--- src/sv/sde_pkg.sv ---
// ----------------------------------------------------------------------------
// sde_pkg
// shared types, codes and the double equality test for the set difference
// engine
// ----------------------------------------------------------------------------
package sde_pkg;

  localparam int SET_SIZE_DEF = 16;

  // input modes
  localparam logic [1:0] MODE_LOAD_X  = 2'd0;
  localparam logic [1:0] MODE_LOAD_Y  = 2'd1;
  localparam logic [1:0] MODE_COMPUTE = 2'd2;

  // result status codes
  localparam logic [2:0] ST_ACCEPT = 3'd0;
  localparam logic [2:0] ST_DUP    = 3'd1;
  localparam logic [2:0] ST_FULL   = 3'd2;
  localparam logic [2:0] ST_ELEM   = 3'd3;
  localparam logic [2:0] ST_EMPTY  = 3'd4;

  typedef struct packed {
    logic [1:0]  mode;
    logic [63:0] value;
  } in_item_t;

  typedef struct packed {
    logic [2:0]  status;
    logic [63:0] value_res;
    logic [4:0]  count;
    logic        last;
  } out_item_t;

  function automatic logic is_nan(input logic [63:0] a);
    return (a[62:52] == 11'h7ff) && (a[51:0] != 52'd0);
  endfunction

  // ieee double equality: zeros of either sign are equal, nan equals nothing
  function automatic logic fp_eq(input logic [63:0] a, input logic [63:0] b);
    return !is_nan(a) && !is_nan(b) &&
           ((a == b) || ((a[62:0] == 63'd0) && (b[62:0] == 63'd0)));
  endfunction

endpackage

--- src/sv/sde_if.sv ---
// ----------------------------------------------------------------------------
// sde_if
// valid/ready channels for input items and result items
// ----------------------------------------------------------------------------
interface sde_in_if;
  logic              valid;
  logic              ready;
  sde_pkg::in_item_t data;
  modport source (output valid, output data, input ready);
  modport sink (input valid, input data, output ready);
endinterface

interface sde_out_if;
  logic               valid;
  logic               ready;
  sde_pkg::out_item_t data;
  modport source (output valid, output data, input ready);
  modport sink (input valid, input data, output ready);
endinterface

--- src/sv/set_difference_engine_unit.sv ---
// ----------------------------------------------------------------------------
// set_difference_engine_unit
// two sets of double values with duplicate check and ordered x \ y output
// ----------------------------------------------------------------------------
// Sets X and Y live in two SET_SIZE x 64 synchronous memories (registered
// read). One item is worked at a time; in_ch.ready is high only when idle.
// A load scans the target set one entry at a time (read, compare) until a
// match or the end, then appends the value if it is new and the set is not
// full, and returns one beat. A compute walks X; for each entry it scans Y
// until a match, marks survivors in a keep vector and counts them, then
// replays the kept X entries as result beats carrying the final count. An
// empty difference gives one beat with status empty. Results leave through
// a single output register, so the next item is taken while the last beat
// still waits. Mode 3 is consumed with no result. No clearing pass:
// entries beyond the counts are never read.
// ----------------------------------------------------------------------------
module set_difference_engine_unit #(
  parameter int SET_SIZE = sde_pkg::SET_SIZE_DEF
) (
  input logic           clk,
  input logic           rst_n,
  sde_in_if.sink        in_ch,
  sde_out_if.source     out_ch
);

  localparam int IW = (SET_SIZE > 1) ? $clog2(SET_SIZE) : 1;
  localparam int CW = $clog2(SET_SIZE + 1);
  localparam logic [CW-1:0] FULL_CNT = CW'(SET_SIZE);
  localparam logic [CW-1:0] ONE      = CW'(1);

  // sequencer states
  localparam logic [3:0] S_IDLE  = 4'd0;
  localparam logic [3:0] S_LRD   = 4'd1;   // load scan: read issued
  localparam logic [3:0] S_LCMP  = 4'd2;   // load scan: compare
  localparam logic [3:0] S_LDONE = 4'd3;   // append and report
  localparam logic [3:0] S_XRD   = 4'd4;   // read x entry
  localparam logic [3:0] S_XUSE  = 4'd5;   // latch x entry
  localparam logic [3:0] S_YRD   = 4'd6;   // read y entry
  localparam logic [3:0] S_YCMP  = 4'd7;   // compare x against y
  localparam logic [3:0] S_ERD   = 4'd8;   // find next kept x entry
  localparam logic [3:0] S_EOUT  = 4'd9;   // emit kept entry
  localparam logic [3:0] S_EMPTY = 4'd10;  // emit empty marker

  // set storage
  logic [63:0] mem_x [SET_SIZE];
  logic [63:0] mem_y [SET_SIZE];
  logic [63:0] xq_r, yq_r;

  logic [3:0]          state_r, state_nxt;
  logic [CW-1:0]       count_x_r, count_x_nxt, count_y_r, count_y_nxt;
  logic [CW-1:0]       i_r, i_nxt, j_r, j_nxt, n_r, n_nxt, e_r, e_nxt;
  logic [SET_SIZE-1:0] keep_r, keep_nxt;
  logic                sel_y_r, sel_y_nxt, dup_r, dup_nxt;
  logic [63:0]         val_r, val_nxt, xv_r, xv_nxt;
  logic                out_valid_r, out_valid_nxt;
  sde_pkg::out_item_t  out_data_r, out_data_nxt;

  // memory control
  logic          wr_x, wr_y;
  logic [IW-1:0] x_ra, y_ra, wa;

  logic          slot_free;
  logic          in_beat;
  logic [CW-1:0] cnt_sel;
  logic [63:0]   q_sel;

  assign in_ch.ready  = (state_r == S_IDLE);
  assign in_beat      = in_ch.valid && in_ch.ready;
  assign out_ch.valid = out_valid_r;
  assign out_ch.data  = out_data_r;
  assign slot_free    = !out_valid_r || out_ch.ready;

  assign cnt_sel = sel_y_r ? count_y_r : count_x_r;
  assign q_sel   = sel_y_r ? yq_r : xq_r;
  assign x_ra    = i_r[IW-1:0];
  assign y_ra    = ((state_r == S_YRD) || (state_r == S_YCMP)) ? j_r[IW-1:0] : i_r[IW-1:0];
  assign wa      = cnt_sel[IW-1:0];

  always_comb begin
    state_nxt     = state_r;
    count_x_nxt   = count_x_r;
    count_y_nxt   = count_y_r;
    i_nxt         = i_r;
    j_nxt         = j_r;
    n_nxt         = n_r;
    e_nxt         = e_r;
    keep_nxt      = keep_r;
    sel_y_nxt     = sel_y_r;
    dup_nxt       = dup_r;
    val_nxt       = val_r;
    xv_nxt        = xv_r;
    out_valid_nxt = out_valid_r && !out_ch.ready;
    out_data_nxt  = out_data_r;
    wr_x          = 1'b0;
    wr_y          = 1'b0;

    unique case (state_r)
      S_IDLE: begin
        if (in_beat) begin
          i_nxt   = '0;
          dup_nxt = 1'b0;
          if (in_ch.data.mode == sde_pkg::MODE_LOAD_X ||
              in_ch.data.mode == sde_pkg::MODE_LOAD_Y) begin
            sel_y_nxt = (in_ch.data.mode == sde_pkg::MODE_LOAD_Y);
            val_nxt   = in_ch.data.value;
            if (((in_ch.data.mode == sde_pkg::MODE_LOAD_Y) ? count_y_r : count_x_r) == '0)
              state_nxt = S_LDONE;
            else
              state_nxt = S_LRD;
          end else if (in_ch.data.mode == sde_pkg::MODE_COMPUTE) begin
            n_nxt    = '0;
            keep_nxt = '0;
            state_nxt = (count_x_r == '0) ? S_EMPTY : S_XRD;
          end
        end
      end
      S_LRD: state_nxt = S_LCMP;
      S_LCMP: begin
        if (sde_pkg::fp_eq(q_sel, val_r)) begin
          dup_nxt   = 1'b1;
          state_nxt = S_LDONE;
        end else if (i_r + ONE == cnt_sel) begin
          state_nxt = S_LDONE;
        end else begin
          i_nxt     = i_r + ONE;
          state_nxt = S_LRD;
        end
      end
      S_LDONE: begin
        if (slot_free) begin
          out_valid_nxt          = 1'b1;
          out_data_nxt.value_res = val_r;
          out_data_nxt.last      = 1'b1;
          out_data_nxt.count     = 5'(cnt_sel);
          if (dup_r) begin
            out_data_nxt.status = sde_pkg::ST_DUP;
          end else if (cnt_sel >= FULL_CNT) begin
            out_data_nxt.status = sde_pkg::ST_FULL;
          end else begin
            out_data_nxt.status = sde_pkg::ST_ACCEPT;
            out_data_nxt.count  = 5'(cnt_sel + ONE);
            if (sel_y_r) begin
              wr_y        = 1'b1;
              count_y_nxt = count_y_r + ONE;
            end else begin
              wr_x        = 1'b1;
              count_x_nxt = count_x_r + ONE;
            end
          end
          state_nxt = S_IDLE;
        end
      end
      S_XRD: state_nxt = S_XUSE;
      S_XUSE: begin
        xv_nxt = xq_r;
        j_nxt  = '0;
        if (count_y_r == '0) begin
          keep_nxt[i_r[IW-1:0]] = 1'b1;
          n_nxt = n_r + ONE;
          if (i_r + ONE == count_x_r) begin
            i_nxt = '0;
            e_nxt = '0;
            state_nxt = S_ERD;
          end else begin
            i_nxt = i_r + ONE;
            state_nxt = S_XRD;
          end
        end else begin
          state_nxt = S_YRD;
        end
      end
      S_YRD: state_nxt = S_YCMP;
      S_YCMP: begin
        if (!sde_pkg::fp_eq(yq_r, xv_r) && (j_r + ONE != count_y_r)) begin
          j_nxt     = j_r + ONE;
          state_nxt = S_YRD;
        end else begin
          // x entry settled: matched, or survived every y entry
          if (!sde_pkg::fp_eq(yq_r, xv_r)) begin
            keep_nxt[i_r[IW-1:0]] = 1'b1;
            n_nxt = n_r + ONE;
          end
          if (i_r + ONE == count_x_r) begin
            i_nxt = '0;
            e_nxt = '0;
            state_nxt = (n_nxt == '0) ? S_EMPTY : S_ERD;
          end else begin
            i_nxt = i_r + ONE;
            state_nxt = S_XRD;
          end
        end
      end
      S_ERD: begin
        if (keep_r[i_r[IW-1:0]]) state_nxt = S_EOUT;
        else i_nxt = i_r + ONE;
      end
      S_EOUT: begin
        if (slot_free) begin
          out_valid_nxt          = 1'b1;
          out_data_nxt.status    = sde_pkg::ST_ELEM;
          out_data_nxt.value_res = xq_r;
          out_data_nxt.count     = 5'(n_r);
          out_data_nxt.last      = (e_r + ONE == n_r);
          if (e_r + ONE == n_r) begin
            state_nxt = S_IDLE;
          end else begin
            e_nxt     = e_r + ONE;
            i_nxt     = i_r + ONE;
            state_nxt = S_ERD;
          end
        end
      end
      S_EMPTY: begin
        if (slot_free) begin
          out_valid_nxt          = 1'b1;
          out_data_nxt.status    = sde_pkg::ST_EMPTY;
          out_data_nxt.value_res = '0;
          out_data_nxt.count     = '0;
          out_data_nxt.last      = 1'b1;
          state_nxt = S_IDLE;
        end
      end
      default: state_nxt = S_IDLE;
    endcase
  end

  // control state
  always_ff @(posedge clk) begin
    if (!rst_n) begin
      state_r     <= S_IDLE;
      count_x_r   <= '0;
      count_y_r   <= '0;
      out_valid_r <= 1'b0;
    end else begin
      state_r     <= state_nxt;
      count_x_r   <= count_x_nxt;
      count_y_r   <= count_y_nxt;
      out_valid_r <= out_valid_nxt;
    end
  end

  // working registers
  always_ff @(posedge clk) begin
    i_r        <= i_nxt;
    j_r        <= j_nxt;
    n_r        <= n_nxt;
    e_r        <= e_nxt;
    keep_r     <= keep_nxt;
    sel_y_r    <= sel_y_nxt;
    dup_r      <= dup_nxt;
    val_r      <= val_nxt;
    xv_r       <= xv_nxt;
    out_data_r <= out_data_nxt;
  end

  // set memories, one write and one registered read each
  always_ff @(posedge clk) begin
    if (wr_x) mem_x[wa] <= val_r;
    xq_r <= mem_x[x_ra];
  end

  always_ff @(posedge clk) begin
    if (wr_y) mem_y[wa] <= val_r;
    yq_r <= mem_y[y_ra];
  end

`ifndef SYNTHESIS
  a_cnt_x_bound: assert property (@(posedge clk) disable iff (!rst_n)
    count_x_r <= FULL_CNT) else $error("count_x over capacity");
  a_cnt_y_bound: assert property (@(posedge clk) disable iff (!rst_n)
    count_y_r <= FULL_CNT) else $error("count_y over capacity");
  a_cnt_x_step: assert property (@(posedge clk) disable iff (!rst_n)
    (count_x_r != $past(count_x_r)) |-> (count_x_r == $past(count_x_r) + ONE))
    else $error("count_x moved by more than one");
  a_keep_bound: assert property (@(posedge clk) disable iff (!rst_n)
    (state_r == S_EOUT) |-> (n_r != '0 && n_r <= count_x_r))
    else $error("difference count out of range");
`endif

endmodule

--- src/flat_wrapper.sv ---
// flat-port wrapper written by rule: the top's interface ports become plain ports
module set_difference_engine_unit_flat 
#(
  parameter int SET_SIZE = sde_pkg::SET_SIZE_DEF
)
  (clk, rst_n, in_ch_valid, in_ch_data, in_ch_ready, out_ch_valid, out_ch_data, out_ch_ready);
  sde_in_if in_ch_i ();
  sde_out_if out_ch_i ();
  input logic clk;
  input logic rst_n;
  input wire logic [$bits(in_ch_i.valid)-1:0] in_ch_valid;
  input wire logic [$bits(in_ch_i.data)-1:0] in_ch_data;
  output wire logic [$bits(in_ch_i.ready)-1:0] in_ch_ready;
  output wire logic [$bits(out_ch_i.valid)-1:0] out_ch_valid;
  output wire logic [$bits(out_ch_i.data)-1:0] out_ch_data;
  input wire logic [$bits(out_ch_i.ready)-1:0] out_ch_ready;
  assign in_ch_i.valid = in_ch_valid;
  assign in_ch_i.data = in_ch_data;
  assign in_ch_ready = in_ch_i.ready;
  assign out_ch_valid = out_ch_i.valid;
  assign out_ch_data = out_ch_i.data;
  assign out_ch_i.ready = out_ch_ready;
  set_difference_engine_unit #(.SET_SIZE(SET_SIZE)) u_core (.clk(clk), .rst_n(rst_n), .in_ch(in_ch_i), .out_ch(out_ch_i));
endmodule
--- config.mk ---
export PLATFORM = sky130hd
export DESIGN_NAME = set_difference_engine_unit_flat
export DESIGN_NICKNAME = d
export VERILOG_FILES = /design/src/sv/sde_pkg.sv /design/src/sv/sde_if.sv /design/src/sv/set_difference_engine_unit.sv /design/src/flat_wrapper.sv
export SDC_FILE = /design/constraint.sdc
export NUM_CORES = 2
export LEC_CHECK = 0
export ABC_AREA = 1
export BUFFER_PORTS_ARGS = -buffer_cell sky130_fd_sc_hd__buf_4
export CAP_MARGIN = 10
export CORE_ASPECT_RATIO = 0.6
export CORE_MARGIN = 4
export CORE_UTILIZATION = 50
export DETAILED_ROUTE_END_ITERATION = 10
export GPL_TIMING_DRIVEN = 0
export PLACE_DENSITY = 0.66
export SLEW_MARGIN = 30
export SYNTH_ARGS = -nofsm -noshare
export SYNTH_HDL_FRONTEND = slang
export SYNTH_SLANG_ARGS = --single-unit
export TNS_END_PERCENT = 20
--- constraint.sdc ---
create_clock -name clk -period 5.8 [get_ports clk]
set_input_delay 0.87 -clock clk [delete_from_list [all_inputs] [get_ports clk]]
set_output_delay 0.87 -clock clk [all_outputs]
set_load 0.02 [all_outputs]
==> impl_metrics.csv <==
group,metric,value,unit
cells_and_area,layout_common_cells,"edfxtp_1, nor2_1, o21ai_0",
critical_path,crit_path_start,"u_core.i_r[1]",
placement,dpl.hpwl,269.0,mm
cts,clock-sinks,2430,
cts,cts_resized,0,
global_route,track_usage,35.61,%
sta,holdWs,0.1494,ns
sta,max_freq,0.1998,GHz
placement,place_area,105900,um^2
synthesis,netlist-cell-type-count,48,
cts,cts_hold_buf,0,
power,leakagePower,0.03835,uW
sta,setup_slack,0.7945,ns
global_route,antenna_found_initial,26,
global_route,grt_pass1_vias,63660,
cells_and_area,syn2layout_area_growth,18.02,%
synthesis,syn_area_per_cell,12.53,um^2
floorplan,coreArea,190500,um^2
sta,fin_skew,0.07532,ns
power,peakVddDrop,327.3,uV
routing,antenna_left,0,
cts,post_cts_buffers,0,
routing,firstDrtPassIters,10,
synthesis,synth_area,95780,um^2
placement,gp_congestion,0.9793,
critical_path,critical_path_arrival,5.51,ns
synthesis,postSynthCellCount,7642,
synthesis,ys_ff_latch,2430,
sta,fin_crit_sh,86.30,%
floorplan,die_w,573.0,um
synthesis,synth_nets,7727,
sta,slew_headroom,18.11,%
cells_and_area,final_core_util,59.33,%
routing,vias,71620,
placement,dpl.cell_count,10560,
synthesis,synth-edff-count,2287,
cells_and_area,layout_commonest_cell,"edfxtp_1",
floorplan,die_y,347.0,um
critical_path,critPathMaxFanout,11,
routing,initialDrtViolationCount,14990,
run,maxCapViolations,0,
global_route,grt_first_pass_wirelength,497.1,mm
critical_path,reg2reg_from,"u_core.i_r[1]",
sta,hold_viol,0,
critical_path,critPathCaptureType,"register",
sta,rsz0062_at_grt,"no",
cells_and_area,nFillCells,14800,
cells_and_area,layout.nets,8351,
global_route,grt-ovfl-total,0,
worst_hold_path,holdPathStages,1,
floorplan,ioPinCount,145,
worst_hold_path,min_to,"u_core.val_r[11]",
routing,routedWlPerCell,33.33,um
power,pwr_density_cell,502.0,nW/um^2
synthesis,async_flop_share,0,%
cts,cts_tree,"built",
sta,finalSetupViolCount,0,
synthesis,yosysSeqAreaShare,74.69,%
sta,worst_slew_pin_slew,1.228,ns
cells_and_area,drive_gt1_share,11.49,%
cts,clk_latency,0.90,ns
sta,finalWorstPathRequiredPeriod,5.006,ns
placement,io_buffers,144,
placement,pre_cts_ws,1.095,ns
critical_path,rr_worst_depth,12,
floorplan,core.rowCount,124,
floorplan,dieArea,198900,um^2
cts,cts_buffer_depth,4,
critical_path,worst-r2r-setup-slack,0.79,ns
outcome,status,"finished clean",
global_route,grt_max_degree,56,
critical_path,critPathKind,"reg2reg",
cells_and_area,design_area,113000,um^2
floorplan,initial_core_util,50.27,%
critical_path,required,6.30,ns
critical_path,start_kind,"register",
worst_hold_path,hold_path_class,"in2reg",
critical_path,r2r-end,"u_core.i_r[2]",
cts,cts_buffers,221,
cts,h-tree-depth,4,
routing,route.detailed.drc,0,
sta,drv_slew,0,
synthesis,synthFlopType,"edfxtp_1",
routing,drt_wl_total,366.4,mm
worst_hold_path,min_from,"in_ch_data[11]",
synthesis,yosysWarningCount,0,
cells_and_area,final_cells,10990,
routing,vias_per_cell,6.515,
cts,clk_pin_slew,0.07,ns
cts,root_buffer,"clkbuf_16",
## metal layers
| metal | up-vias | global-route usage [%] | wire length, um | share of wire (%) |
|---|---|---|---|---|
| li1 | 29120 | - | - | - |
| met5 | - | 1.149 | 563 | 0.15 |
| met4 | 22 | 8.439 | 10790 | 2.9 |
| met3 | 714 | 19.39 | 73370 | 20 |
| met2 | 6615 | 43.25 | 133500 | 36 |
| met1 | 35150 | 54.44 | 148200 | 40 |
## where the power goes
group          leakage [uW]  switching (uW)  internal (uW)
sequential           0.0218            1020          20600
clock               0.00345            6670           7960
combinational        0.0131           15900           4550
total                0.0383           23600          33100
## state kept, by name, summed over array words and instances (netlist names), 4 cells and up
signal	flops
u_core.count_x_r	5
u_core.count_y_r	5
u_core.e_r	5
u_core.i_r	5
u_core.j_r	5
u_core.keep_r	16
u_core.mem_x	1024
u_core.mem_y	1024
u_core.n_r	5
u_core.out_ch.data	73
u_core.state_r	4
u_core.val_r	64
u_core.xq_r	64
u_core.xv_r	64
u_core.yq_r	64
## synthesized netlist by cell type, types with 52 or more instances
cell         n  area [um^2]
clkbuf_1   346         1299
nand3_1    104        520.5
nand2_1    966         3626
o21ai_0   1139         5700
o22ai_1    417         2609
inv_1      308         1156
nand4_1    106        663.1
buf_2       65        325.3
edfxtp_1  2287        68680
o211ai_1    70        525.5
o221ai_1   129         1130
nor2_1    1283         4816
dfxtp_1    143         2863
a21oi_1     52        260.3
## worst max path at each step
stage | end | slack [ns]
final | u_core.i_r[2] | 0.79
after global routing | u_core.e_r[2] | 0.71
after detailed placement | u_core.i_r[0] | 1.09
after floorplan | u_core.keep_r[0] | 0.89
after CTS | u_core.i_r[0] | 1.08
after global placement | u_core.mem_y[3][44] | -3.69
## layout make-up
| type | instances | area, um^2 | area share (%) |
|---|---|---|---|
| sequential | 2430 | 71540 | 63.29 |
| multi-input combinational | 4443 | 21440 | 18.97 |
| timing repair buffer | 401 | 6634 | 5.869 |
| clock buffer | 289 | 6091 | 5.389 |
| tap | 2520 | 3153 | 2.789 |
| buffer | 449 | 1981 | 1.752 |
| inverter | 320 | 1209 | 1.069 |
| clock inverter | 109 | 905.9 | 0.8014 |
| antenna | 32 | 80.08 | 0.07084 |
## cell families after synthesis
kind of cell	Yosys count	share of synthesized area [%]
adder cells (fa/ha/maj)	15	0.1960
XOR/XNOR	31	0.2913
AND/OR/NAND/NOR	2523	10.46
flip-flops	2430	74.69
buffers and inverters	769	3.223
AO/OA/AOI/OAI	1874	11.14
## per-stage QoR
| stage | total power [uW] | setup TNS (ns) |
|---|---|---|
| 2_1_floorplan | 30870 | 0 |
| 3_3_place_gp | 40100 | -6045.98 |
| 3_5_place_dp | 40770 | 0 |
| 4_1_cts | 55090 | 0 |
| 5_1_grt | 57840 | 0 |
| 6_report | 56740 | 0 |
## worst max-delay path, stage by stage (launching register included)
cell	delay, ns
edfxtp_1	0.49
buf_2	0.45
clkinv_1	0.96
clkbuf_1	0.68
clkbuf_1	0.43
ha_1	0.43
inv_1	0.09
nand2_1	0.06
nand4_1	0.11
a211oi_1	0.06
nand3_1	0.09
nand3_1	0.11
nor3_1	0.66
No activity file was read; power rests on OpenSTA's default activity.
